<file path="src/tdse_pkg.sv">
// Shared constants, codes and control/status types of the typed data stack engine.
package tdse_pkg;

  localparam int unsigned STACK_DEPTH = 64;
  localparam int unsigned VALUE_WIDTH = 64;

  localparam int unsigned OPCODE_W   = 3;
  localparam int unsigned TAG_W      = 2;
  localparam int unsigned PORT_VAL_W = 64;
  localparam int unsigned DEPTH_W    = 7;
  localparam int unsigned SP_W       = $clog2(STACK_DEPTH + 1);
  localparam int unsigned ADDR_W     = $clog2(STACK_DEPTH);
  localparam int unsigned IDX_W      = 64;

  typedef enum logic [OPCODE_W-1:0] {
    OP_PUSH = 3'd0,
    OP_DUP  = 3'd1,
    OP_DROP = 3'd2,
    OP_SWAP = 3'd3,
    OP_ROT  = 3'd4,
    OP_PICK = 3'd5
  } op_e;

  typedef enum logic [TAG_W-1:0] {
    TAG_LONG   = 2'd0,
    TAG_DOUBLE = 2'd1,
    TAG_CHAR   = 2'd2,
    TAG_STR    = 2'd3
  } tag_e;

  typedef enum logic [2:0] {
    ADDR_SP,
    ADDR_SP_M1,
    ADDR_SP_M2,
    ADDR_SP_M3,
    ADDR_PICK
  } addr_sel_e;

  typedef enum logic [2:0] {
    WD_IN,
    WD_A,
    WD_B,
    WD_C,
    WD_RD
  } wdata_sel_e;

  typedef enum logic [1:0] {
    SP_HOLD,
    SP_INC,
    SP_DEC
  } sp_op_e;

  typedef enum logic [1:0] {
    CAP_NONE,
    CAP_A,
    CAP_B,
    CAP_C
  } cap_sel_e;

  typedef struct packed {
    logic [TAG_W-1:0]       tag;
    logic [VALUE_WIDTH-1:0] value;
  } entry_t;

  typedef struct packed {
    logic       in_ready;
    logic       rd_en;
    addr_sel_e  rd_addr;
    logic       wr_en;
    addr_sel_e  wr_addr;
    wdata_sel_e wr_data;
    sp_op_e     sp_op;
    cap_sel_e   cap;
    logic       set_done;
    logic       set_err;
    logic       load_out;
  } ctrl_cmd_t;

  typedef struct packed {
    logic [OPCODE_W-1:0] op;
    logic                in_valid;
    logic                sp_zero;
    logic                sp_lt2;
    logic                sp_lt3;
    logic                sp_full;
    logic                a_is_str;
    logic                a_is_num;
    logic                pick_bad;
    logic                out_free;
  } dp_status_t;

endpackage

</file>
<file path="src/tdse_ctrl.sv">
// Sequencer that steps each stack operation through reads, writes and the top read.
module tdse_ctrl (
  input  logic                  clk_i,
  input  logic                  rst_ni,
  input  tdse_pkg::dp_status_t  status_i,
  output tdse_pkg::ctrl_cmd_t   cmd_o
);

  typedef enum logic [3:0] {
    ST_IDLE,
    ST_EVAL,
    ST_RD1,
    ST_RD2,
    ST_RD3,
    ST_RD4,
    ST_DUP,
    ST_PICK,
    ST_PICK_WR,
    ST_WR1,
    ST_WR2,
    ST_WR3,
    ST_TOP,
    ST_TOP_WAIT
  } state_e;

  state_e state_q;
  state_e state_d;

  always_comb begin
    state_d = state_q;
    cmd_o   = '0;
    case (state_q)
      ST_IDLE: begin
        cmd_o.in_ready = 1'b1;
        if (status_i.in_valid) state_d = ST_EVAL;
      end
      ST_EVAL: begin
        state_d = ST_TOP;
        case (status_i.op)
          tdse_pkg::OP_PUSH: begin
            if (status_i.sp_full) begin
              cmd_o.set_err = 1'b1;
            end else begin
              cmd_o.wr_en    = 1'b1;
              cmd_o.wr_addr  = tdse_pkg::ADDR_SP;
              cmd_o.wr_data  = tdse_pkg::WD_IN;
              cmd_o.sp_op    = tdse_pkg::SP_INC;
              cmd_o.set_done = 1'b1;
            end
          end
          tdse_pkg::OP_DROP: begin
            if (status_i.sp_zero) begin
              cmd_o.set_err = 1'b1;
            end else begin
              cmd_o.sp_op    = tdse_pkg::SP_DEC;
              cmd_o.set_done = 1'b1;
            end
          end
          tdse_pkg::OP_DUP, tdse_pkg::OP_PICK: begin
            if (status_i.sp_zero) cmd_o.set_err = 1'b1;
            else                  state_d = ST_RD1;
          end
          tdse_pkg::OP_SWAP: begin
            if (status_i.sp_lt2) cmd_o.set_err = 1'b1;
            else                 state_d = ST_RD1;
          end
          tdse_pkg::OP_ROT: begin
            if (status_i.sp_lt3) cmd_o.set_err = 1'b1;
            else                 state_d = ST_RD1;
          end
          default: ;
        endcase
      end
      ST_RD1: begin
        cmd_o.rd_en   = 1'b1;
        cmd_o.rd_addr = tdse_pkg::ADDR_SP_M1;
        state_d       = ST_RD2;
      end
      ST_RD2: begin
        cmd_o.cap = tdse_pkg::CAP_A;
        case (status_i.op)
          tdse_pkg::OP_DUP:  state_d = ST_DUP;
          tdse_pkg::OP_PICK: state_d = ST_PICK;
          default: begin
            cmd_o.rd_en   = 1'b1;
            cmd_o.rd_addr = tdse_pkg::ADDR_SP_M2;
            state_d       = ST_RD3;
          end
        endcase
      end
      ST_RD3: begin
        cmd_o.cap = tdse_pkg::CAP_B;
        if (status_i.op == tdse_pkg::OP_ROT) begin
          cmd_o.rd_en   = 1'b1;
          cmd_o.rd_addr = tdse_pkg::ADDR_SP_M3;
          state_d       = ST_RD4;
        end else begin
          state_d = ST_WR1;
        end
      end
      ST_RD4: begin
        cmd_o.cap = tdse_pkg::CAP_C;
        state_d   = ST_WR1;
      end
      ST_DUP: begin
        state_d = ST_TOP;
        if (status_i.a_is_str) begin
          cmd_o.set_done = 1'b1;
        end else if (status_i.sp_full) begin
          cmd_o.set_err = 1'b1;
        end else begin
          cmd_o.wr_en    = 1'b1;
          cmd_o.wr_addr  = tdse_pkg::ADDR_SP;
          cmd_o.wr_data  = tdse_pkg::WD_A;
          cmd_o.sp_op    = tdse_pkg::SP_INC;
          cmd_o.set_done = 1'b1;
        end
      end
      ST_PICK: begin
        state_d = ST_TOP;
        if (!status_i.a_is_num) begin
          cmd_o.sp_op = tdse_pkg::SP_DEC;
        end else if (status_i.pick_bad) begin
          cmd_o.set_err = 1'b1;
        end else begin
          cmd_o.rd_en   = 1'b1;
          cmd_o.rd_addr = tdse_pkg::ADDR_PICK;
          state_d       = ST_PICK_WR;
        end
      end
      ST_PICK_WR: begin
        cmd_o.wr_en    = 1'b1;
        cmd_o.wr_addr  = tdse_pkg::ADDR_SP_M1;
        cmd_o.wr_data  = tdse_pkg::WD_RD;
        cmd_o.set_done = 1'b1;
        state_d        = ST_TOP;
      end
      ST_WR1: begin
        cmd_o.wr_en   = 1'b1;
        cmd_o.wr_addr = (status_i.op == tdse_pkg::OP_ROT) ? tdse_pkg::ADDR_SP_M3
                                                          : tdse_pkg::ADDR_SP_M1;
        cmd_o.wr_data = tdse_pkg::WD_B;
        state_d       = ST_WR2;
      end
      ST_WR2: begin
        cmd_o.wr_en   = 1'b1;
        cmd_o.wr_addr = tdse_pkg::ADDR_SP_M2;
        cmd_o.wr_data = tdse_pkg::WD_A;
        if (status_i.op == tdse_pkg::OP_ROT) begin
          state_d = ST_WR3;
        end else begin
          cmd_o.set_done = 1'b1;
          state_d        = ST_TOP;
        end
      end
      ST_WR3: begin
        cmd_o.wr_en    = 1'b1;
        cmd_o.wr_addr  = tdse_pkg::ADDR_SP_M1;
        cmd_o.wr_data  = tdse_pkg::WD_C;
        cmd_o.set_done = 1'b1;
        state_d        = ST_TOP;
      end
      ST_TOP: begin
        cmd_o.rd_en   = 1'b1;
        cmd_o.rd_addr = tdse_pkg::ADDR_SP_M1;
        state_d       = ST_TOP_WAIT;
      end
      ST_TOP_WAIT: begin
        if (status_i.out_free) begin
          cmd_o.load_out = 1'b1;
          state_d        = ST_IDLE;
        end
      end
      default: state_d = ST_IDLE;
    endcase
  end

  always_ff @(posedge clk_i or negedge rst_ni) begin
    if (!rst_ni) begin
      state_q <= ST_IDLE;
    end else begin
      state_q <= state_d;
    end
  end

endmodule

</file>
<file path="config.mk">
export PLATFORM = sky130hd
export DESIGN_NAME = tdse_ctrl
export DESIGN_NICKNAME = d
export VERILOG_FILES = /design/src/tdse_pkg.sv /design/src/tdse_ctrl.sv
export SDC_FILE = /design/constraint.sdc
export NUM_CORES = 1
export LEC_CHECK = 0
export ABC_CLOCK_PERIOD_IN_PS = 2900
export BUFFER_PORTS_ARGS = -buffer_cell sky130_fd_sc_hd__buf_2
export CAP_MARGIN = 20
export CORE_MARGIN = 2
export CORE_UTILIZATION = 40
export CTS_BUF_LIST = sky130_fd_sc_hd__clkbuf_16
export DETAILED_ROUTE_END_ITERATION = 6
export HOLD_SLACK_MARGIN = 0.1
export MAX_ROUTING_LAYER = met4
export PLACE_DENSITY = 0.7
export SYNTH_ARGS = -nofsm -noshare
export SYNTH_HDL_FRONTEND = slang
export SYNTH_SLANG_ARGS = --single-unit
</file>
<file path="constraint.sdc">
create_clock -name clk_i -period 2.9 [get_ports clk_i]
set_input_delay 0.435 -clock clk_i [delete_from_list [all_inputs] [get_ports clk_i]]
set_output_delay 0.435 -clock clk_i [all_outputs]
set_load 0.02 [all_outputs]
</file>
### Word level (Yosys, flattened, before mapping)

Index checks and enable logic that the tools add are counted.

* bits in registers: 4
* bits of input ports: 14
* output and inout bits: 19

* equality and inequality tests: 20
* multiplexer cells: 46
* reduce and logical (&&, ||, !) cells: 8

Operators with widths (count)
* case mux 4 bit (12 select lines): 1
* 2-to-1 mux 4 bit: 11
* case mux 7 bit (6 select lines): 1
* 2-to-1 mux 9 bit: 3
* equality test 4 bit (second input constant): 6
* equality test 4 x 3 -> 1 bit (second input constant): 4
* case mux 4 bit (4 select lines): 1
* 2-to-1 mux 1 bit: 14
* case mux 2 bit (3 select lines): 2
* case mux 4 bit (3 select lines): 1
* equality test 4 x 2 -> 1 bit (second input constant): 2
* case mux 1 bit (4 select lines): 2
* case mux 2 bit (2 select lines): 2
* 2-to-1 mux 7 bit: 1
* equality test 3 x 2 -> 1 bit (second input constant): 2
* equality test 3 bit (second input constant): 2
* 2-to-1 mux 2 bit: 3
* 2-to-1 mux 3 bit: 2
* OR reduction 2 bit: 3
* OR reduction 3 bit: 2
* equality test 4 x 1 -> 1 bit (second input constant): 1
* logical NOT 4 bit: 1
* != test 2 bit (second input constant): 2
* equality test 3 x 1 -> 1 bit (second input constant): 1
* 4 further kinds: 4

### Logic depth before layout (Yosys ltp)

* depth in word-level cells: 4
* depth in mapped cells: 5
* gate-level depth less buffers: 4

### Worst setup path after synthesis

Ideal clock, no wire load.

* path type: register to output
* start point: reg state_q[3]
* end point: out cmd_o[13] (netlist bit)
* arrival time: 1.611 ns
* required time: 2.465 ns
* path slack: 0.854 ns
* stages on the path, launching flop included: 6
* path buffers: 1
* path through: dfrtp_1 > buf_6 > or4b_4 > o32ai_1 > and2b_1 > or2_1

RTL lines
* start, declared: line tdse_ctrl.sv:26 `state_e state_q;`
* start signal, assigned: line tdse_ctrl.sv:182 `state_q <= state_d;`
* end, declared: line tdse_ctrl.sv:6 `output tdse_pkg::ctrl_cmd_t cmd_o`

==> impl_metrics.toml <==
[timing]
whs_ns = 0.5501
grt_setup_unrepaired = "no"
finalSetupViolations = 0
max_freq_mhz = 419.3
final.setup.worst_slack_ns = 0.5150
finalHoldViolCount = 0
worst_pin_slew_ns = 0.5451
slew_headroom_pct = 63.66
maxSlewViolCount = 0
setup_tns_ns = 0
fin_crit_sh_pct = 82.24
fin_skew_ns = 0.0005559
min_period_ns = 2.385

[placed_design]
io_buffers = 31
dp_slack_ns = 0.7658
hpwl_microns = 1517
dpl_cell_area_sq_um = 860.8
post-place-cells = 148
gp_congestion = 0.7770

[critical_path]
timing.rr.end = "state_q[3]"
cp-start-kind = "flip-flop"
cp.depth = 4
critPathArrivalTime_ns = 1.95
cp.required_ns = 2.47
r2r_cells = 4
path_buf_inv = 1
cp_top_family = "simple AND/OR/NAND/NOR gates"
r2r_slack_ns = 1.20
critPathKind = "reg -> out"
critical_path.startpoint = "state_q[0]"
max_stage_delay_ns = 0.63
worstPathCellList = "or4b_4 -> o31a_1 -> nand4_1 -> buf_2"
worstSetupEndpoint = "cmd_o[2]"
endpoint_kind = "primary output"
critPathSlowestCell = "dfrtp_1"
r2r_start = "state_q[0]"
path_max_fanout = 18

[cts]
clk_latency_ns = 0.22
cts_made_buffers = 3
cts_num_sinks = 4
ctsResizeCount = 0
clock_path_buffers = 2
cts_tree = "built"
clk_transition_reported_paths_ns = 0.03
hold_buffers = 1
postCtsSetupRepairBufs = 0
cts_root_buf = "clkbuf_16"
htree_levels = 1

[synthesis]
synth_cells = 103
synth_cell_type_count = 47
syn_area_per_cell_sq_um = 7.058
yosysSeqAreaShare_pct = 13.77
syn-cell-area_sq_um = 726.9
ys_async_sr_fraction_pct = 100.0
synth_edf_count = 0
synthesis.nets = 117
yosys_warnings = 0
synthFlopType = "dfrtp_1"
ys_ff_latch = 4

[floorplanning]
die_w_microns = 46.63
io_pins = 33
chipHeight_microns = 46.63
coreArea_sq_um = 1727
row_count = 15
start_util_pct = 42.10
dieArea_sq_um = 2174

[global_route]
track_usage_pct = 20.47
grt_pass1_vias = 732
gr-total-overflow = 0
antenna_found_initial = 0
grt_pass1_wl_microns = 3194
grt_max_degree = 20

[drt]
first_pass_iters = 4
viasPerCell = 5.664
drtAntennaViolNets = 0
num_vias = 861
drt_iter0_drc = 22
drc = 0
wl_microns = 1958
drt-wirelength-per-cell_microns = 12.88

[power_and_ir_drop]
p_int_uw = 518.2
total_power_mw = 1.019
netSwitchingFraction_pct = 49.15
p_leak_nw = 0.4168
switching_power_uw = 500.8
combPwrFrac_pct = 60.5
ir_drop_v = 0.0004142
seq_power_share_pct = 18.5
power_frac_clock_pct = 21.0
cellPowerDensity_nw_per_um2 = 1077

[layout]
final_common_cell = "buf_2"
post_route_cells_drive_above_1_share_pct = 31.50
top_regs = "state_q x4"
nets = 143
area_growth_pct = 30.12
seq_area_sq_um = 100.1
fin_cells = 152
design_area_sq_um = 945.9
final_util_pct = 54.78
n_fill_cell = 208
top_register = "state_q"
n_antenna_cell = 0
multi_input_area_sq_um = 555.5
final_cell_mix = "31 x buf_2, 11 x nor2_1, 6 x nand2b_1, 6 x nand2_1, 6 x a21oi_1"
largest_reg_flops = 4

[worst_hold_path]
hold_path.class = "in -> async"

[flow_run]
drv_cap = 0

[outcome]
status = "finished, final reports clean"
worst min path at each step:
stage	startpoint	end	slack, ns	cells past startpoint
after floorplan	rst_ni	state_q[0]	0.14	0
after global placement	rst_ni	state_q[2]	0.24	1
after detailed placement	rst_ni	state_q[0]	0.24	1
after CTS	rst_ni	state_q[0]	0.55	2
after global routing	rst_ni	state_q[0]	0.56	2
final	rst_ni	state_q[0]	0.55	2
routing by layer:
| layer | track usage (%) | routed length, microns |
|---|---|---|
| met4 | 6.667 | 2 |
| met5 | - | 0 |
| met1 | 27.15 | 890 |
| met2 | 32.22 | 959 |
| met3 | 2.353 | 106 |
power by group through the flow:
stage	registers (mW)	clock network (mW)	logic, mW
5_1_grt	0.202	0.222	0.679
3_5_place_dp	0.187	0	0.615
6_report	0.189	0.213	0.617
4_1_cts	0.187	0.218	0.618
3_3_place_gp	0.183	0	0.607
2_1_floorplan	0.0961	0	0.561
cells by family (layout without fill, tap and decap cells):
family	Yosys count	in the layout	synth area share [%]
xor+xnor	1	1	1.205
mux	3	3	4.475
other cells	1	1	0.5159
buf+inv	14	38	9.810
compound gates	30	30	29.61
simple gates	50	50	40.62
flops	4	4	13.77
synth_stat cells, types with 2 or more instances:
library cell | count | area [sq um]
nor4_1 | 3 | 18.77
mux2_2 | 2 | 22.52
a31oi_1 | 2 | 12.51
nand2b_1 | 6 | 37.54
nor2_1 | 11 | 41.29
nand2_1 | 6 | 22.52
nor3_1 | 4 | 20.02
o21ai_0 | 3 | 15.01
buf_2 | 6 | 30.03
o32ai_1 | 2 | 17.52
nor3b_1 | 4 | 30.03
nor4b_1 | 2 | 17.52
o31ai_1 | 2 | 15.01
a22oi_1 | 2 | 15.01
a32oi_1 | 2 | 17.52
dfrtp_1 | 4 | 100.1
a21oi_1 | 6 | 30.03
clkbuf_1 | 4 | 15.01
nor2b_1 | 4 | 25.02
area by class of cell:
cell class	count	area share, %
Multi-Input combinational cell	85	58.73
Tap cell	25	3.307
Inverter	1	0.3968
Clock buffer	3	7.937
Sequential cell	4	10.58
Timing Repair Buffer	34	19.05
(Power assumes the default switching activity.)
